File: src/i2cram_pkg.sv
`timescale 1ns / 1ps
// Shared types and constants of the I2C register access master.
// No dependencies; the sequencer, result register and top level import this package.
package i2cram_pkg;

  localparam logic [1:0] KIND_TICK  = 2'd0;
  localparam logic [1:0] KIND_WRITE = 2'd1;
  localparam logic [1:0] KIND_READ  = 2'd2;

  localparam logic [1:0] CFG_DEV_ADDR    = 2'd0;
  localparam logic [1:0] CFG_PHASE_TICKS = 2'd1;
  localparam logic [1:0] CFG_ACK_TIMEOUT = 2'd2;

  localparam logic [6:0] DEV_ADDR_RST    = 7'd104;
  localparam logic [7:0] PHASE_TICKS_RST = 8'd5;
  localparam logic [7:0] ACK_TIMEOUT_RST = 8'd250;

  typedef enum logic [3:0] {
    STEP_IDLE,
    STEP_START,
    STEP_DEV_W,
    STEP_ACK_DEV_W,
    STEP_REG,
    STEP_ACK_REG,
    STEP_DATA,
    STEP_ACK_DATA,
    STEP_RSTART,
    STEP_DEV_R,
    STEP_ACK_DEV_R,
    STEP_READ,
    STEP_NACK,
    STEP_STOP
  } step_e;

  typedef struct packed {
    logic [6:0] dev_addr;
    logic [7:0] phase_ticks;
    logic [7:0] ack_timeout;
  } cfg_t;

  typedef struct packed {
    logic       scl_level;
    logic       sda_pull_low;
    logic       busy_res;
    logic       done_res;
    logic [7:0] read_byte;
    logic       ack_error;
  } res_t;

endpackage

File: src/i2cram_if.sv
`timescale 1ns / 1ps
// Valid/ready channel interfaces: input items, result items, register writes.
// No dependencies.
interface i2cram_in_if;
  logic       valid;
  logic       ready;
  logic [1:0] kind;
  logic [7:0] reg_addr;
  logic [7:0] write_data;
  logic       sda_in;
  modport source (output valid, kind, reg_addr, write_data, sda_in, input ready);
  modport sink (input valid, kind, reg_addr, write_data, sda_in, output ready);
endinterface

interface i2cram_out_if;
  logic       valid;
  logic       ready;
  logic       scl_level;
  logic       sda_pull_low;
  logic       busy_res;
  logic       done_res;
  logic [7:0] read_byte;
  logic       ack_error;
  modport source (output valid, scl_level, sda_pull_low, busy_res, done_res, read_byte,
                  ack_error, input ready);
  modport sink (input valid, scl_level, sda_pull_low, busy_res, done_res, read_byte,
                ack_error, output ready);
endinterface

interface i2cram_cfg_if;
  logic       valid;
  logic       ready;
  logic [1:0] index;
  logic [7:0] data;
  modport source (output valid, index, data, input ready);
  modport sink (input valid, index, data, output ready);
endinterface

File: src/i2cram_seq.sv
`timescale 1ns / 1ps
// Bus sequencer: state registers, one-pass next-state logic and line decode.
// Depends on i2cram_pkg.
module i2cram_seq (
  input  logic               clk_i,
  input  logic               rst_ni,
  input  logic               accept_i,
  input  logic [1:0]         kind_i,
  input  logic [7:0]         reg_addr_i,
  input  logic [7:0]         write_data_i,
  input  logic               sda_in_i,
  input  i2cram_pkg::cfg_t   cfg_i,
  output i2cram_pkg::res_t   res_o
);
  import i2cram_pkg::*;

  typedef struct packed {
    step_e      step;
    logic [1:0] qp;
    logic [7:0] pc;
    logic [2:0] bc;
    logic [7:0] sr;
    logic [7:0] apc;
    logic       is_read;
    logic [7:0] reg_addr;
    logic [7:0] wdata;
    logic [7:0] rbyte;
    logic       err;
  } seq_t;

  seq_t       st_q, st_d;
  logic       done_d;
  logic [7:0] len, lim, pc_inc, apc_inc;
  logic       is_ack, is_send;
  step_e      nxt;

  function automatic seq_t enter(seq_t s, step_e n, logic [6:0] dev);
    seq_t r;
    r      = s;
    r.step = n;
    r.qp   = 2'd0;
    r.pc   = 8'd0;
    r.bc   = 3'd0;
    r.apc  = 8'd0;
    case (n)
      STEP_DEV_W: r.sr = {dev, 1'b0};
      STEP_REG:   r.sr = s.reg_addr;
      STEP_DATA:  r.sr = s.wdata;
      STEP_DEV_R: r.sr = {dev, 1'b1};
      STEP_READ:  r.sr = 8'd0;
      default:    r.sr = s.sr;
    endcase
    return r;
  endfunction

  always_comb begin
    st_d    = st_q;
    done_d  = 1'b0;
    len     = (cfg_i.phase_ticks == 8'd0) ? 8'd1 : cfg_i.phase_ticks;
    lim     = (cfg_i.ack_timeout == 8'd0) ? 8'd1 : cfg_i.ack_timeout;
    pc_inc  = st_q.pc + 8'd1;
    apc_inc = st_q.apc + 8'd1;
    is_ack  = st_q.step inside {STEP_ACK_DEV_W, STEP_ACK_REG, STEP_ACK_DATA, STEP_ACK_DEV_R};
    is_send = st_q.step inside {STEP_DEV_W, STEP_REG, STEP_DATA, STEP_DEV_R};
    case (st_q.step)
      STEP_START:     nxt = STEP_DEV_W;
      STEP_DEV_W:     nxt = STEP_ACK_DEV_W;
      STEP_ACK_DEV_W: nxt = STEP_REG;
      STEP_REG:       nxt = STEP_ACK_REG;
      STEP_ACK_REG:   nxt = st_q.is_read ? STEP_RSTART : STEP_DATA;
      STEP_DATA:      nxt = STEP_ACK_DATA;
      STEP_ACK_DATA:  nxt = STEP_STOP;
      STEP_RSTART:    nxt = STEP_DEV_R;
      STEP_DEV_R:     nxt = STEP_ACK_DEV_R;
      STEP_ACK_DEV_R: nxt = STEP_READ;
      STEP_READ:      nxt = STEP_NACK;
      STEP_NACK:      nxt = STEP_STOP;
      default:        nxt = STEP_IDLE;
    endcase
    if (accept_i) begin
      if (st_q.step == STEP_IDLE) begin
        if (kind_i == KIND_WRITE || kind_i == KIND_READ) begin
          st_d.reg_addr = reg_addr_i;
          st_d.wdata    = write_data_i;
          st_d.is_read  = (kind_i == KIND_READ);
          st_d.err      = 1'b0;
          st_d          = enter(st_d, STEP_START, cfg_i.dev_addr);
        end
      end else if (is_ack && st_q.qp == 2'd2) begin
        if (!sda_in_i) begin
          st_d.qp = 2'd3;
          st_d.pc = 8'd0;
        end else begin
          st_d.apc = apc_inc;
          if (apc_inc >= lim) begin
            st_d.err = 1'b1;
            st_d     = enter(st_d, STEP_STOP, cfg_i.dev_addr);
          end
        end
      end else if (pc_inc < len) begin
        st_d.pc = pc_inc;
      end else begin
        st_d.pc = 8'd0;
        if (st_q.step == STEP_READ && st_q.qp == 2'd1) begin
          st_d.sr = {st_q.sr[6:0], sda_in_i};
        end
        if (st_q.qp != 2'd3) begin
          st_d.qp = st_q.qp + 2'd1;
        end else if ((is_send || st_q.step == STEP_READ) && st_q.bc != 3'd7) begin
          st_d.bc = st_q.bc + 3'd1;
          st_d.qp = 2'd0;
          if (st_q.step != STEP_READ) begin
            st_d.sr = {st_q.sr[6:0], 1'b0};
          end
        end else begin
          if (st_q.step == STEP_READ) begin
            st_d.rbyte = st_q.sr;
          end
          if (nxt == STEP_IDLE) begin
            done_d = 1'b1;
          end
          st_d = enter(st_d, nxt, cfg_i.dev_addr);
        end
      end
    end
  end

  always_comb begin
    res_o.scl_level    = 1'b1;
    res_o.sda_pull_low = 1'b0;
    res_o.busy_res     = (st_d.step != STEP_IDLE);
    res_o.done_res     = done_d;
    res_o.read_byte    = st_d.rbyte;
    res_o.ack_error    = st_d.err;
    if (st_d.step != STEP_IDLE) begin
      res_o.scl_level = (st_d.qp == 2'd1 || st_d.qp == 2'd2);
      if (st_d.step == STEP_START || st_d.step == STEP_RSTART) begin
        res_o.sda_pull_low = st_d.qp[1];
      end else if (st_d.step == STEP_STOP) begin
        res_o.scl_level    = (st_d.qp != 2'd0);
        res_o.sda_pull_low = !st_d.qp[1];
      end else if (st_d.step inside {STEP_DEV_W, STEP_REG, STEP_DATA, STEP_DEV_R}) begin
        res_o.sda_pull_low = !st_d.sr[7];
      end
    end
  end

  always_ff @(posedge clk_i or negedge rst_ni) begin
    if (!rst_ni) begin
      st_q <= '{step: STEP_IDLE, default: '0};
    end else begin
      st_q <= st_d;
    end
  end

  a_done_to_idle: assert property (@(posedge clk_i) disable iff (!rst_ni)
    (accept_i && done_d) |=> (st_q.step == STEP_IDLE))
    else $error("done without return to idle");

  a_idle_clean: assert property (@(posedge clk_i) disable iff (!rst_ni)
    (st_q.step == STEP_IDLE) |-> (st_q.qp == 2'd0 && st_q.pc == 8'd0 && st_q.apc == 8'd0))
    else $error("idle with live phase state");

  a_poll_in_ack: assert property (@(posedge clk_i) disable iff (!rst_ni)
    (st_q.apc != 8'd0) |-> (st_q.step == STEP_ACK_DEV_W || st_q.step == STEP_ACK_REG ||
                            st_q.step == STEP_ACK_DATA || st_q.step == STEP_ACK_DEV_R))
    else $error("ack poll count outside ack slot");

  a_err_stops: assert property (@(posedge clk_i) disable iff (!rst_ni)
    (accept_i && !st_q.err && st_d.err) |=> (st_q.step == STEP_STOP))
    else $error("ack error without stop");

endmodule

File: src/i2cram_out.sv
`timescale 1ns / 1ps
// Result register between sequencer and output channel.
// Depends on i2cram_pkg and i2cram_out_if.
module i2cram_out (
  input  logic             clk_i,
  input  logic             rst_ni,
  input  logic             load_i,
  input  i2cram_pkg::res_t res_i,
  output logic             ready_o,
  i2cram_out_if.source     out_ch
);
  import i2cram_pkg::*;

  logic valid_q;
  res_t res_q;

  assign ready_o = !valid_q || out_ch.ready;

  always_ff @(posedge clk_i or negedge rst_ni) begin
    if (!rst_ni) begin
      valid_q <= 1'b0;
    end else if (load_i) begin
      valid_q <= 1'b1;
    end else if (out_ch.ready) begin
      valid_q <= 1'b0;
    end
  end

  always_ff @(posedge clk_i) begin
    if (load_i) begin
      res_q <= res_i;
    end
  end

  assign out_ch.valid        = valid_q;
  assign out_ch.scl_level    = res_q.scl_level;
  assign out_ch.sda_pull_low = res_q.sda_pull_low;
  assign out_ch.busy_res     = res_q.busy_res;
  assign out_ch.done_res     = res_q.done_res;
  assign out_ch.read_byte    = res_q.read_byte;
  assign out_ch.ack_error    = res_q.ack_error;

endmodule

File: src/i2c_register_access_master.sv
`timescale 1ns / 1ps
// Top level of the I2C register access master: configuration registers,
// sequencer and result register. Depends on i2cram_pkg, i2cram_if, i2cram_seq, i2cram_out.
// Result of an item: on the output channel in the cycle after acceptance. One item per
// cycle while out_ch is ready; the single result register is refilled as it drains.
// Reset: asynchronous, active low; sequencer idle, registers at their defaults.
module i2c_register_access_master (
  input  logic          clk_i,
  input  logic          rst_ni,
  i2cram_in_if.sink     in_ch,
  i2cram_out_if.source  out_ch,
  i2cram_cfg_if.sink    cfg_ch
);
  import i2cram_pkg::*;

  cfg_t cfg_q;
  res_t res;
  logic accept;
  logic ready;

  assign cfg_ch.ready = 1'b1;
  assign in_ch.ready  = ready;
  assign accept       = in_ch.valid && ready;

  always_ff @(posedge clk_i or negedge rst_ni) begin
    if (!rst_ni) begin
      cfg_q <= '{dev_addr: DEV_ADDR_RST, phase_ticks: PHASE_TICKS_RST,
                 ack_timeout: ACK_TIMEOUT_RST};
    end else if (cfg_ch.valid) begin
      case (cfg_ch.index)
        CFG_DEV_ADDR:    cfg_q.dev_addr    <= cfg_ch.data[6:0];
        CFG_PHASE_TICKS: cfg_q.phase_ticks <= cfg_ch.data;
        CFG_ACK_TIMEOUT: cfg_q.ack_timeout <= cfg_ch.data;
        default: ;
      endcase
    end
  end

  i2cram_seq u_seq (
    .clk_i        (clk_i),
    .rst_ni       (rst_ni),
    .accept_i     (accept),
    .kind_i       (in_ch.kind),
    .reg_addr_i   (in_ch.reg_addr),
    .write_data_i (in_ch.write_data),
    .sda_in_i     (in_ch.sda_in),
    .cfg_i        (cfg_q),
    .res_o        (res)
  );

  i2cram_out u_out (
    .clk_i   (clk_i),
    .rst_ni  (rst_ni),
    .load_i  (accept),
    .res_i   (res),
    .ready_o (ready),
    .out_ch  (out_ch)
  );

endmodule
File: src/flat_wrapper.sv
// flat-port wrapper written by rule: the top's interface ports become plain ports
module i2c_register_access_master_flat import i2cram_pkg::*;
  (clk_i, rst_ni, in_ch_valid, in_ch_kind, in_ch_reg_addr, in_ch_write_data, in_ch_sda_in, in_ch_ready, out_ch_valid, out_ch_scl_level, out_ch_sda_pull_low, out_ch_busy_res, out_ch_done_res, out_ch_read_byte, out_ch_ack_error, out_ch_ready, cfg_ch_valid, cfg_ch_index, cfg_ch_data, cfg_ch_ready);
  i2cram_in_if in_ch_i ();
  i2cram_out_if out_ch_i ();
  i2cram_cfg_if cfg_ch_i ();
  input  logic clk_i;
  input  logic rst_ni;
  input wire logic [$bits(in_ch_i.valid)-1:0] in_ch_valid;
  input wire logic [$bits(in_ch_i.kind)-1:0] in_ch_kind;
  input wire logic [$bits(in_ch_i.reg_addr)-1:0] in_ch_reg_addr;
  input wire logic [$bits(in_ch_i.write_data)-1:0] in_ch_write_data;
  input wire logic [$bits(in_ch_i.sda_in)-1:0] in_ch_sda_in;
  output wire logic [$bits(in_ch_i.ready)-1:0] in_ch_ready;
  output wire logic [$bits(out_ch_i.valid)-1:0] out_ch_valid;
  output wire logic [$bits(out_ch_i.scl_level)-1:0] out_ch_scl_level;
  output wire logic [$bits(out_ch_i.sda_pull_low)-1:0] out_ch_sda_pull_low;
  output wire logic [$bits(out_ch_i.busy_res)-1:0] out_ch_busy_res;
  output wire logic [$bits(out_ch_i.done_res)-1:0] out_ch_done_res;
  output wire logic [$bits(out_ch_i.read_byte)-1:0] out_ch_read_byte;
  output wire logic [$bits(out_ch_i.ack_error)-1:0] out_ch_ack_error;
  input wire logic [$bits(out_ch_i.ready)-1:0] out_ch_ready;
  input wire logic [$bits(cfg_ch_i.valid)-1:0] cfg_ch_valid;
  input wire logic [$bits(cfg_ch_i.index)-1:0] cfg_ch_index;
  input wire logic [$bits(cfg_ch_i.data)-1:0] cfg_ch_data;
  output wire logic [$bits(cfg_ch_i.ready)-1:0] cfg_ch_ready;
  assign in_ch_i.valid = in_ch_valid;
  assign in_ch_i.kind = in_ch_kind;
  assign in_ch_i.reg_addr = in_ch_reg_addr;
  assign in_ch_i.write_data = in_ch_write_data;
  assign in_ch_i.sda_in = in_ch_sda_in;
  assign in_ch_ready = in_ch_i.ready;
  assign out_ch_valid = out_ch_i.valid;
  assign out_ch_scl_level = out_ch_i.scl_level;
  assign out_ch_sda_pull_low = out_ch_i.sda_pull_low;
  assign out_ch_busy_res = out_ch_i.busy_res;
  assign out_ch_done_res = out_ch_i.done_res;
  assign out_ch_read_byte = out_ch_i.read_byte;
  assign out_ch_ack_error = out_ch_i.ack_error;
  assign out_ch_i.ready = out_ch_ready;
  assign cfg_ch_i.valid = cfg_ch_valid;
  assign cfg_ch_i.index = cfg_ch_index;
  assign cfg_ch_i.data = cfg_ch_data;
  assign cfg_ch_ready = cfg_ch_i.ready;
  i2c_register_access_master u_core (.clk_i(clk_i), .rst_ni(rst_ni), .in_ch(in_ch_i), .out_ch(out_ch_i), .cfg_ch(cfg_ch_i));
endmodule
File: config.mk
export PLATFORM = sky130hd
export DESIGN_NAME = i2c_register_access_master_flat
export DESIGN_NICKNAME = d
export VERILOG_FILES = /design/src/i2cram_pkg.sv /design/src/i2cram_if.sv /design/src/i2cram_seq.sv /design/src/i2cram_out.sv /design/src/i2c_register_access_master.sv /design/src/flat_wrapper.sv
export SDC_FILE = /design/constraint.sdc
export NUM_CORES = 1
export LEC_CHECK = 0
export BUFFER_PORTS_ARGS = -buffer_cell sky130_fd_sc_hd__buf_2
export CAP_MARGIN = 10
export CELL_PAD_IN_SITES_DETAIL_PLACEMENT = 1
export CELL_PAD_IN_SITES_GLOBAL_PLACEMENT = 1
export CORE_ASPECT_RATIO = 0.5
export CORE_MARGIN = 4
export CORE_UTILIZATION = 51
export DETAILED_ROUTE_END_ITERATION = 16
export PLACE_DENSITY_LB_ADDON = 0.1
export RECOVER_POWER = 100
export SLEW_MARGIN = 30
export SYNTH_ARGS = -nofsm -noshare
export SYNTH_HDL_FRONTEND = slang
export SYNTH_SLANG_ARGS = --single-unit
File: constraint.sdc
create_clock -name clk_i -period 8.2 [get_ports clk_i]
set_input_delay 0.41 -clock clk_i [delete_from_list [all_inputs] [get_ports clk_i]]
set_output_delay 0.41 -clock clk_i [all_outputs]
set_load 0.05 [all_outputs]
# Yosys cells after proc, flatten, opt, wreduce, memory -nomap -nowiden

Index checks and enable logic that the tools add are counted.

Bits in registers: 96
Bits of input ports: 34
Output and inout bits: 16
Word-level logic and storage cells: 139

$add $sub $neg: 4
$lt $le $gt $ge: 2
Equal/unequal tests: 42
Multiplexer cells: 33
Bitwise operators: 3
Reductions and logical operators: 33

Operator list:

| cell                | number |
|---|---|
| $mux 59             | 5 |
| $mux 45             | 3 |
| $mux 8              | 6 |
| $pmux 4 s11         | 1 |
| $eq 4x4->1 const B  | 10 |
| $pmux 8 s5          | 1 |
| $mux 34             | 1 |
| $eq 4x3->1 const B  | 8 |
| $add 8x1->8 const B | 2 |
| $eq 4x2->1 const B  | 4 |
| $logic_not 8->1     | 2 |
| $mux 4              | 4 |
| $reduce_bool 4->1   | 4 |
| $ne 3x3->1 const B  | 5 |
| $reduce_and 6->1    | 2 |
| $mux 11             | 1 |
| $mux 10             | 1 |
| $eq 2x1->1 const B  | 4 |
| $eq 2x2->1 const B  | 4 |
| $eq 4x1->1 const B  | 2 |
| $ge 8x8->1          | 1 |
| $logic_not 4->1     | 2 |
| $lt 8x8->1          | 1 |
| $mux 1              | 8 |
| other kinds (20)    | 35 |

# Longest topological paths before layout

Gate-level depths: netlist of the first run.

Depth in word-level cells: 16
Depth in mapped cells: 16
Gate-level depth less buffers: 15

# Hierarchy

From an unflattened synthesis of the first run, not the netlist that was laid out.

Cells, all modules: 565
Area, all modules: 5530.3 µm²

By module, submodules not included:

| module                     | instances | cells an instance | area each (µm²) | seq. area each (µm²) |
|---|---|---|---|---|
| i2cram_seq                 | 1         | 497               | 4185.3          | 1476.4 |
| i2c_register_access_master | 1         | 52                | 907.1           | 589.3 |
| i2cram_out                 | 1         | 16                | 437.9           | 415.4 |

# Least setup slack after synthesis of the first run

Ideal clock, no wire load.

Path type: reg-to-reg
From: reg u_core.u_seq.st_q[45] (netlist bit)
To: reg u_core.u_out.res_q, in the netlist u_core.u_out.out_ch.scl_level (data pin)
Setup time: 138 ps
Arrival: 3337 ps
Required time: 8062 ps
Slack: 4726 ps
Stages on the path, launching flop included: 17
Path buffers: 1
Period minus slack after synthesis: 3474 ps
Path through: dfrtp_1 -> ha_1 -> nand3_1 -> nor2_1 -> xor2_1 -> ha_1 -> o21ai_0 -> nor2_1 -> o32a_1 -> buf_2 -> nor2_1 -> o31a_1 -> or2_2 -> inv_1 -> ha_1 -> or4_1 -> nand4_1

RTL lines:

| element                | line              | text |
|---|---|---|
| start, declared        | i2cram_seq.sv:31  | `seq_t st_q, st_d;` |
| start signal, assigned | i2cram_seq.sv:152 | `st_q <= st_d;` |
| end signal, assigned   | i2cram_out.sv:31  | `res_q <= res_i;` |
| end, declared          | i2cram_out.sv:15  | `res_t res_q;` |

==> flow_metrics.tcl, run 1 <==
set metrics [dict create \
    outcome "complete, but fails checks" \
    failed_checks "capacitance limit, slew limit" \
    fin_crit_ps 4390 \
    dp_hpwl_mm 9.64 \
    routed_wirelength_mm 13.4 \
    power_density_mw_per_mm2 274 \
    synth_warnings 0 \
    multi_input_area_mm2 0.00260 \
    layout_commonest_cell "dfrtp_1" \
    synth-seq-area-share_pct 46.7 \
    pre_cts_ws_ps 4190 \
    yosysTopAreaCell "dfrtp_1" \
    worst_hold_startpoint "in_ch_write_data[4]" \
    dr_wl_met3_um 521 \
    clk_transition_reported_paths_ps 70 \
    cts.sinks 96 \
    cts_resized 0 \
    cts_tree "built" \
    max_freq_mhz 228 \
    drive_gt1_share_pct 20.1 \
    grt_pass1_vias 4215 \
    rr_worst_depth 12 \
    synth_edf_count 13 \
    finalSetupViolations 0 \
    final_cell_mix "dfrtp_1 (72), o21ai_0 (44), nand2_1 (43), mux2_2 (38), buf_2 (30)" \
    route.vias.total 4041 \
    synthCells 492 \
    synth.area.top_cells "dfrtp_1 (34%), mux2_2 (10%), edfxtp_1 (7.4%), ha_1 (5.9%), dfstp_2 (5.4%)" \
    syn_area_mm2 0.00531 \
    cp_max_fo 12 \
    place_area_mm2 0.00564 \
    avgSynthCellArea_um2 10.8 \
    rows 25 \
    fp.dieH_um 80.1 \
    syn_nets 551 \
    grt_pass1_wl_mm 22.4 \
    worst_ep_required_time_ps 8270 \
    cp.arrival_ps 4460 \
    fill_cells 1088 \
    clock_latency_ps 340 \
    clock_skew_ps 5.49 \
    root_buffer "clkbuf_16" \
    core_area_mm2 0.00979 \
    met2RoutedLength_mm 6.33 \
    dieArea_mm2 0.0122 \
    drv_cap 1 \
    grt_max_degree 84 \
    hold_violations 0 \
    finalCritPeriodShare_pct 53.5 \
    wl_per_cell_um 19.8 \
    reg2reg_setup_slack_ps 3810 \
    endpoint "u_core.u_out.out_ch.busy_res" \
    h-tree-depth 3 \
    timing.critical_path.from "u_core.u_seq.st_q[45]" \
    worstMarginPinSlew_ps 4440 \
    fin_worst_hold_slack_ps 295 \
    area_delta_synth_final_pct 10.7 \
    nets 596 \
    rsz0062_at_grt "no" \
    finalMaxSlewViolations 84 \
    ys.flop_type "dfrtp_1" \
    die_x_um 152 \
    setup_tns_ps 0 \
    synth_seq_cells 96 \
    met1Wirelength_mm 6.48 \
    layoutNonFillerInstCount 677 \
    regToRegStartpoint "u_core.u_seq.st_q[45]" \
    fin_area_mm2 0.00587 \
    endpoint_kind "register" \
    overflow 0 \
    grt.total_usage_pct 23.1 \
    power_leakage_nw 2.65 \
    drt-initial-drc-count 232 \
    r2r_end "u_core.u_out.out_ch.busy_res" \
    yosysTopAreaCellShare_pct 33.9 \
    dr.max_layer_used "met4" \
    drc 0 \
    ctsHoldBuffers 0 \
    antenna_cells 0 \
    slew-limit-headroom_pct -196 \
    critPathLaunchType "register" \
    dp_cells 661 \
    min_path_type "in -> reg" \
    postRouteAntennaNets 0 \
    portBuffers 48 \
    async_flop_share_pct 86.5 \
    antenna_found_initial 0 \
    pin_count 50 \
    vias_per_cell 5.97 \
    crit_type "reg -> reg" \
    routabilityCongestion 0.869 \
    cts_setup_buffers 0 \
    start_util_pct 54.2 \
    cts_buffers 9 \
    firstDrtPassIters 6 \
    vdd_drop_max_v 0.000132 \
    setup_slack_ps 3810 \
    synth.distinct_cells 71 \
    seqCellArea_mm2 0.00248 \
    cts_buffer_depth 2 \
]
==> routing by layer <==
layer | track usage (%) | vias to the layer above
met3 | 4.14 | 8
met5 | 0 | -
met1 | 32.3 | 2043
li1 | - | 1912
met4 | 3.77 | 0
met2 | 38.8 | 78
==> kinds of logic after synthesis <==
family | after synthesis | synth area share (%)
adders and majority gates | 25 | 5.89
xor gates and xnor gates | 12 | 1.98
AOI/OAI and AO/OA | 121 | 15.7
other | 1 | 0.0707
muxes | 57 | 11.9
DFF | 96 | 46.7
buffers and inverters | 46 | 3.91
and+or+nand+nor | 134 | 13.8
==> sequential cells by signal, indices dropped and copies added, names as in the netlist <==
name,flops
u_core.u_out.out_ch.done_res,1
u_core.u_out.out_ch.valid,1
u_core.cfg_q,23
u_core.u_out.out_ch.sda_pull_low,1
u_core.u_seq.st_q,59
u_core.u_out.out_ch.ack_error,1
u_core.u_out.out_ch.scl_level,1
u_core.u_out.out_ch.busy_res,1
u_core.u_out.out_ch.read_byte,8
==> Yosys cell counts (6+ instances only) <==
cell,number
dfrtp_1,72
mux2_2,49
o21ai_0,44
nand2_1,43
inv_1,28
ha_1,25
nor2_1,17
a21oi_1,16
edfxtp_1,13
nand3_1,12
dfstp_2,11
and2_1,9
a22oi_1,8
mux2i_1,8
clkbuf_1,7
nand2b_1,7
xnor2_1,7
a222oi_1,6
a41o_1,6
==> through the flow <==
step | utilization (%) | power (W)
2_1_floorplan | - | 0.00105
3_3_place_gp | 57.6 | 0.00119
3_5_place_dp | 57.6 | 0.00121
4_1_cts | 60.5 | 0.00162
5_1_grt | 60.0 | 0.00172
6_report | 60.0 | 0.00161
==> area by class of cell <==
type,instances,area share [%]
Inverter,30,1.92
Timing Repair Buffer,50,3.96
Clock inverter,4,0.511
Multi-Input combinational cell,350,44.3
Sequential cell,96,42.2
Clock buffer,12,4.20
Tap cell,135,2.88
==> worst max-delay path, cell delays in order, from the launching register on <==
cell	delay [ps]
dfrtp_1	460
and3_1	190
nand3_1	140
nor2_1	170
xor2_1	110
ha_1	230
a2111oi_0	410
o21ai_0	150
o32a_1	360
nor3b_1	240
a221oi_1	790
clkinv_1	260
or4_1	590
==> power by group <==
group	switching [W]	internal, W
Combinational	0.000332	0.000210
Clock	0.000183	0.000216
Sequential	0.000102	0.000569
==> how the worst min path moves through the flow <==
stage,end,cells past startpoint,slack (ps)
2_1_floorplan,u_core.cfg_q[0],0,110
3_3_place_gp,u_core.u_seq.st_q[0],1,450
3_5_place_dp,u_core.u_seq.st_q[0],1,460
4_1_cts,u_core.u_out.out_ch.valid,1,130
5_1_grt,u_core.u_seq.st_q[13],2,290
6_report,u_core.u_seq.st_q[13],2,300
Note: power is estimated with default switching activity, not from simulation.
==> inputs of run 2 (changes only) <==
--- a/config.mk
+++ b/config.mk
@@ -11,7 +11,7 @@
 export CELL_PAD_IN_SITES_GLOBAL_PLACEMENT = 1
 export CORE_ASPECT_RATIO = 0.5
 export CORE_MARGIN = 4
-export CORE_UTILIZATION = 51
+export CORE_UTILIZATION = 47
 export DETAILED_ROUTE_END_ITERATION = 16
 export PLACE_DENSITY_LB_ADDON = 0.1
 export RECOVER_POWER = 100
==> constraint.sdc (replaced) <==
create_clock -name clk_i -period 4.6 [get_ports clk_i]
set_input_delay 0.23 -clock clk_i [delete_from_list [all_inputs] [get_ports clk_i]]
set_output_delay 0.23 -clock clk_i [all_outputs]
set_load 0.05 [all_outputs]
==> run 2 against run 1 <==
Effect of this change:
- the run still ends with capacitance limit, slew limit left
- highest routed layer unchanged
- non-clock buffer count grew 5
- clock skew grew 5.5 ps
- via count shrank 0.15%
- clock power grew 75%
- wire length shrank 1.2%
- hold slack lost 210 ps
- worst setup slack lost 3300 ps
- largest cell class unchanged
- first-iteration DRC count shrank 16%
- critical endpoint unchanged
==> flow_metrics.tcl, run 2 (synthesized netlist as in run 1, its figures left out) <==
set metrics [dict create \
    antenna_found_initial 0 \
    finalSetupViolations 0 \
    route.vias.total 4035 \
    cp_max_fo 12 \
    worst_hold_startpoint "in_ch_valid" \
    cp.arrival_ps 4210 \
    cts.sinks 96 \
    grt_pass1_vias 3993 \
    largest_reg_flops 59 \
    cpPeakStageDelay_ps 770 \
    hold_violations 0 \
    p_clk_share_pct 24.3 \
    power_frac_seq_pct 41.2 \
    slowest_stage "a221oi_1" \
    dp_hpwl_mm 9.77 \
    fp.dieH_um 83.1 \
    cts_tree "built" \
    routabilityCongestion 0.812 \
    pwr-share-comb_pct 34.4 \
    power_leakage_nw 2.67 \
    h-tree-depth 3 \
    finalCritPeriodShare_pct 89.9 \
    nets 601 \
    worstMarginPinSlew_ps 2280 \
    timing.critical_path.from "u_core.u_seq.st_q[45]" \
    clock_skew_ps 11.0 \
    drc 0 \
    fin_crit_ps 4140 \
    cts_buffers 9 \
    cts_resized 0 \
    max_freq_mhz 242 \
    clk_transition_reported_paths_ps 70 \
    vdd_drop_max_v 0.000199 \
    drive_gt1_share_pct 21.6 \
    dp_cells 675 \
    drt-initial-drc-count 194 \
    vias_per_cell 5.83 \
    failed_checks "capacitance limit, slew limit" \
    cts_setup_buffers 0 \
    swShare_pct 38.3 \
    p_int_w 0.00176 \
    ctsHoldBuffers 1 \
    crit_chain "ha_1 > nand3_1 > nor2_1 > xor2_1 > ha_1 > o21ai_0 > nor2_1 > o32a_1 > nor3b_1 > a221oi_1 > inv_2 > or4_1" \
    outcome "complete, but fails checks" \
    drv_cap 1 \
    power_density_mw_per_mm2 484 \
    layoutNonFillerInstCount 692 \
    overflow 0 \
    routed_wirelength_mm 13.3 \
    cts_buffer_depth 2 \
    portBuffers 48 \
    finalMaxSlewViolations 41 \
    slew-limit-headroom_pct -52.1 \
    root_buffer "clkbuf_16" \
    regMostFlops "u_core.u_seq.st_q" \
    postRouteAntennaNets 0 \
    pin_count 50 \
    rows 27 \
    firstDrtPassIters 5 \
    area_delta_synth_final_pct 11.4 \
    final_core_util_pct 53.7 \
    critPathLaunchType "register" \
    regToRegStartpoint "u_core.u_seq.st_q[45]" \
    start_util_pct 48.2 \
    dieArea_mm2 0.0132 \
    switchingPower_w 0.00110 \
    antenna_cells 0 \
    layout_commonest_cell "dfrtp_1" \
    rsz0062_at_grt "no" \
    crit_type "reg -> reg" \
    min_path_type "in -> reg" \
    worst_ep_required_time_ps 4680 \
    wl_per_cell_um 19.1 \
    final_cell_mix "dfrtp_1 (72), o21ai_0 (44), nand2_1 (43), mux2_2 (43), buf_2 (30)" \
    endpoint_kind "register" \
    core_area_mm2 0.0110 \
    die_x_um 158 \
    grt_pass1_wl_mm 21.5 \
    grt_max_degree 45 \
    grt.total_usage_pct 20.7 \
    setup_tns_ps 0 \
    clock_latency_ps 340 \
]
==> run 2: cell count changes in the layout (fill, tap and decap cells not counted), sizes merged <==
cell	previous run	this run
buf	32	34
clkbuf	30	31
dlygate4sd3	0	1
inv	30	31
==> run 2: power groups by stage <==
stage,clock (W),sequential (W),combinational (W)
3_5_place_dp,0,0.00119,0.000983
3_3_place_gp,0,0.00118,0.000965
5_1_grt,0.000758,0.00120,0.00110
2_1_floorplan,0,0.00115,0.000732
6_report,0.000696,0.00118,0.000986
4_1_cts,0.000717,0.00118,0.000992
==> run 2: area by class of cell <==
class	instances	area, um2
tap	145	181
fill	1240	5100
inverter	30	113
clock inverter	5	35.0
clock buffer	11	233
multi-input combinational	350	2600
timing repair buffer	55	267
sequential	96	2480
==> run 2: metal layers <==
layer | routed length [um] | track usage, % | vias to the layer above
met5 | 0 | 0 | -
met3 | 361 | 3.85 | 11
met4 | 138 | 4.41 | 0
met2 | 5990 | 31.7 | 60
met1 | 6760 | 30.8 | 2039
li1 | - | - | 1925
==> run 2: path summary, 6_finish.rpt <==
check,endpoint,slack [ps],depth (start not counted)
worst min register to register,u_core.u_seq.st_q[0],470,1
max in group asynchronous,u_core.u_seq.st_q[47],1450,3
worst min-delay path,u_core.u_out.out_ch.valid,80,2
min in group asynchronous,u_core.u_seq.st_q[6],1110,2
worst max register to register,u_core.u_out.out_ch.busy_res,460,12
worst max-delay path,u_core.u_out.out_ch.busy_res,460,12
==> run 2: critical path, delay by kind of cell, from the launching register on <==
family                   cells  cell delay, ps
buffers and inverters        1              90
AND/OR/NAND/NOR              5            1180
AO/OA/AOI/OAI                3            1450
adder cells (fa/ha/maj)      2             500
flip-flops                   1             440
XOR/XNOR                     1             200
==> run 2: stage by stage <==
step | cell area (um2) | total power, W | hold WS (ps) | setup slack [ps]
final | 5910 | 0.00286 | 84.1 | 463
after detailed placement | 5680 | 0.00217 | 250 | 638
after global placement | 5680 | 0.00215 | 250 | 772
after global routing | 5910 | 0.00306 | 93.9 | 136
after floorplan | 5310 | 0.00188 | -65.6 | 1130
after CTS | 5960 | 0.00288 | 74.7 | 625
==> inputs of run 3 (changes only) <==
--- a/config.mk
+++ b/config.mk
@@ -13,6 +13,7 @@
 export CORE_MARGIN = 4
 export CORE_UTILIZATION = 47
 export DETAILED_ROUTE_END_ITERATION = 16
+export MAX_ROUTING_LAYER = met4
 export PLACE_DENSITY_LB_ADDON = 0.1
 export RECOVER_POWER = 100
 export SLEW_MARGIN = 30
==> run 3 against run 2 <==
Effect of this change:
- clock power hardly changed
- highest routed layer unchanged
- sequential share of layout area stayed put
- worst setup slack better by 25 ps
- largest power group unchanged
- the run still ends with capacitance limit, slew limit left
- hold slack worse by 1.1 ps
- register-to-register slack better by 20 ps
- utilization stayed put
==> flow_metrics.tcl, run 3 (synthesized netlist as in run 1, its figures left out) <==
set metrics [dict create \
    outcome "complete, but fails checks" \
    failed_checks "capacitance limit, slew limit" \
    worst_ep_required_time_ps 4680 \
    finalCritPeriodShare_pct 89.4 \
    slew-limit-headroom_pct -51.9 \
    fill_cells 1240 \
    portBuffers 48 \
    clock_latency_ps 340 \
    fin_crit_ps 4110 \
    nets 601 \
    grt.total_usage_pct 21.4 \
    fin_area_mm2 0.00591 \
    rows 27 \
    h-tree-depth 3 \
    finalSetupViolations 0 \
    clock_skew_ps 12.4 \
    final_cell_mix "dfrtp_1 (72), o21ai_0 (44), nand2_1 (43), mux2_2 (43), buf_2 (30)" \
    antenna_found_initial 0 \
    max_freq_mhz 243 \
    switchingPower_w 0.00109 \
    dp_hpwl_mm 9.77 \
    swShare_pct 38.3 \
    power_frac_seq_pct 41.2 \
    start_util_pct 48.2 \
    endpoint_kind "register" \
    largest_reg_flops 59 \
    crit_buf_inv 1 \
    seqCellArea_mm2 0.00248 \
    cts_setup_buffers 0 \
    p_int_w 0.00176 \
    layoutNonFillerInstCount 692 \
    rsz0062_at_grt "no" \
    vias_per_cell 5.80 \
    grt_pass1_vias 3988 \
    dieArea_mm2 0.0132 \
    pwr-share-comb_pct 34.4 \
    finalMaxSlewViolations 41 \
    crit_chain "ha_1 > nand3_1 > nor2_1 > xor2_1 > ha_1 > o21ai_0 > nor2_1 > o32a_1 > nor3b_1 > a221oi_1 > inv_2 > or4_1" \
    cts.sinks 96 \
    cp_max_fo 12 \
    clk_transition_reported_paths_ps 70 \
    fp.dieH_um 83.1 \
    fin_worst_hold_slack_ps 83.1 \
    routabilityCongestion 0.824 \
    crit_type "reg -> reg" \
    grt_max_degree 45 \
    multi_input_area_mm2 0.00260 \
    cp_top_family "compound AO/OA/AOI/OAI gates" \
    slowest_stage "a221oi_1" \
    cts_buffer_depth 2 \
    firstDrtPassIters 4 \
    worstMarginPinSlew_ps 2280 \
    drt-initial-drc-count 189 \
    area_delta_synth_final_pct 11.4 \
    drv_cap 1 \
    min_path_type "in -> reg" \
    cp.arrival_ps 4190 \
    power_density_mw_per_mm2 483 \
    overflow 0 \
    antenna_cells 0 \
    ctsHoldBuffers 1 \
    postRouteAntennaNets 0 \
    hold_violations 0 \
    critPathLaunchType "register" \
    core_area_mm2 0.0110 \
    cts_resized 0 \
    pin_count 50 \
    routed_wirelength_mm 13.2 \
    grt_pass1_wl_mm 21.6 \
    cts_tree "built" \
    vdd_drop_max_v 0.000199 \
    place_area_mm2 0.00568 \
    setup_tns_ps 0 \
    drc 0 \
    route.vias.total 4014 \
    die_x_um 158 \
    drive_gt1_share_pct 21.6 \
    layout_commonest_cell "dfrtp_1" \
    wl_per_cell_um 19.1 \
    regMostFlops "u_core.u_seq.st_q" \
    p_clk_share_pct 24.4 \
    cpPeakStageDelay_ps 760 \
    dp_cells 675 \
    cts_buffers 9 \
    root_buffer "clkbuf_16" \
    power_leakage_nw 2.67 \
]
## run 3: cell counts in the layout (fill, tap and decap cells not counted)
Identical to the previous run, type by type.
## run 3: power by group through the flow
stage	clock, W	combinational [W]	sequential (W)
5_1_grt	0.000758	0.00110	0.00120
6_report	0.000696	0.000984	0.00118
2_1_floorplan	0	0.000732	0.00115
4_1_cts	0.000717	0.000992	0.00118
3_5_place_dp	0	0.000983	0.00119
3_3_place_gp	0	0.000965	0.00118
## run 3: layer usage
metal | global-route usage (%) | wire length, um | share of wire, % | vias up
li1 | - | - | - | 1932
met1 | 31.0 | 6620 | 50 | 2012
met2 | 31.6 | 6060 | 46 | 64
met3 | 3.75 | 462 | 3.5 | 6
met4 | 4.41 | 74 | 0.56 | 0
met5 | - | 0 | 0 | -
## run 3: final timing paths
| kind | from | endpoint | slack (ps) | depth (start not counted) |
|---|---|---|---|---|
| hold / removal | in_ch_valid | u_core.u_out.out_ch.valid | 80 | 2 |
| setup / recovery | u_core.u_seq.st_q[45] | u_core.u_out.out_ch.busy_res | 490 | 12 |
| setup reg to reg | u_core.u_seq.st_q[45] | u_core.u_out.out_ch.busy_res | 490 | 12 |
| hold reg to reg | u_core.u_seq.st_q[0] | u_core.u_seq.st_q[0] | 470 | 1 |
| min in group asynchronous | rst_ni | u_core.u_seq.st_q[6] | 1110 | 2 |
| max in group asynchronous | rst_ni | u_core.u_seq.st_q[47] | 1450 | 3 |
## run 3: final cells by class
cell class	instances	share of cell area (%)
clock buffer	11	3.94
tap	145	3.07
timing repair buffer	55	4.51
clock inverter	5	0.592
sequential	96	42.0
inverter	30	1.90
multi-input combinational	350	44.0
## run 3: metrics by stage
step	setup slack [ps]	power [W]	utilization [%]
6_report	488	0.00286	53.7
5_1_grt	136	0.00306	53.7
4_1_cts	625	0.00288	54.1
3_5_place_dp	638	0.00217	51.6
3_3_place_gp	772	0.00215	51.6
2_1_floorplan	1130	0.00188	-
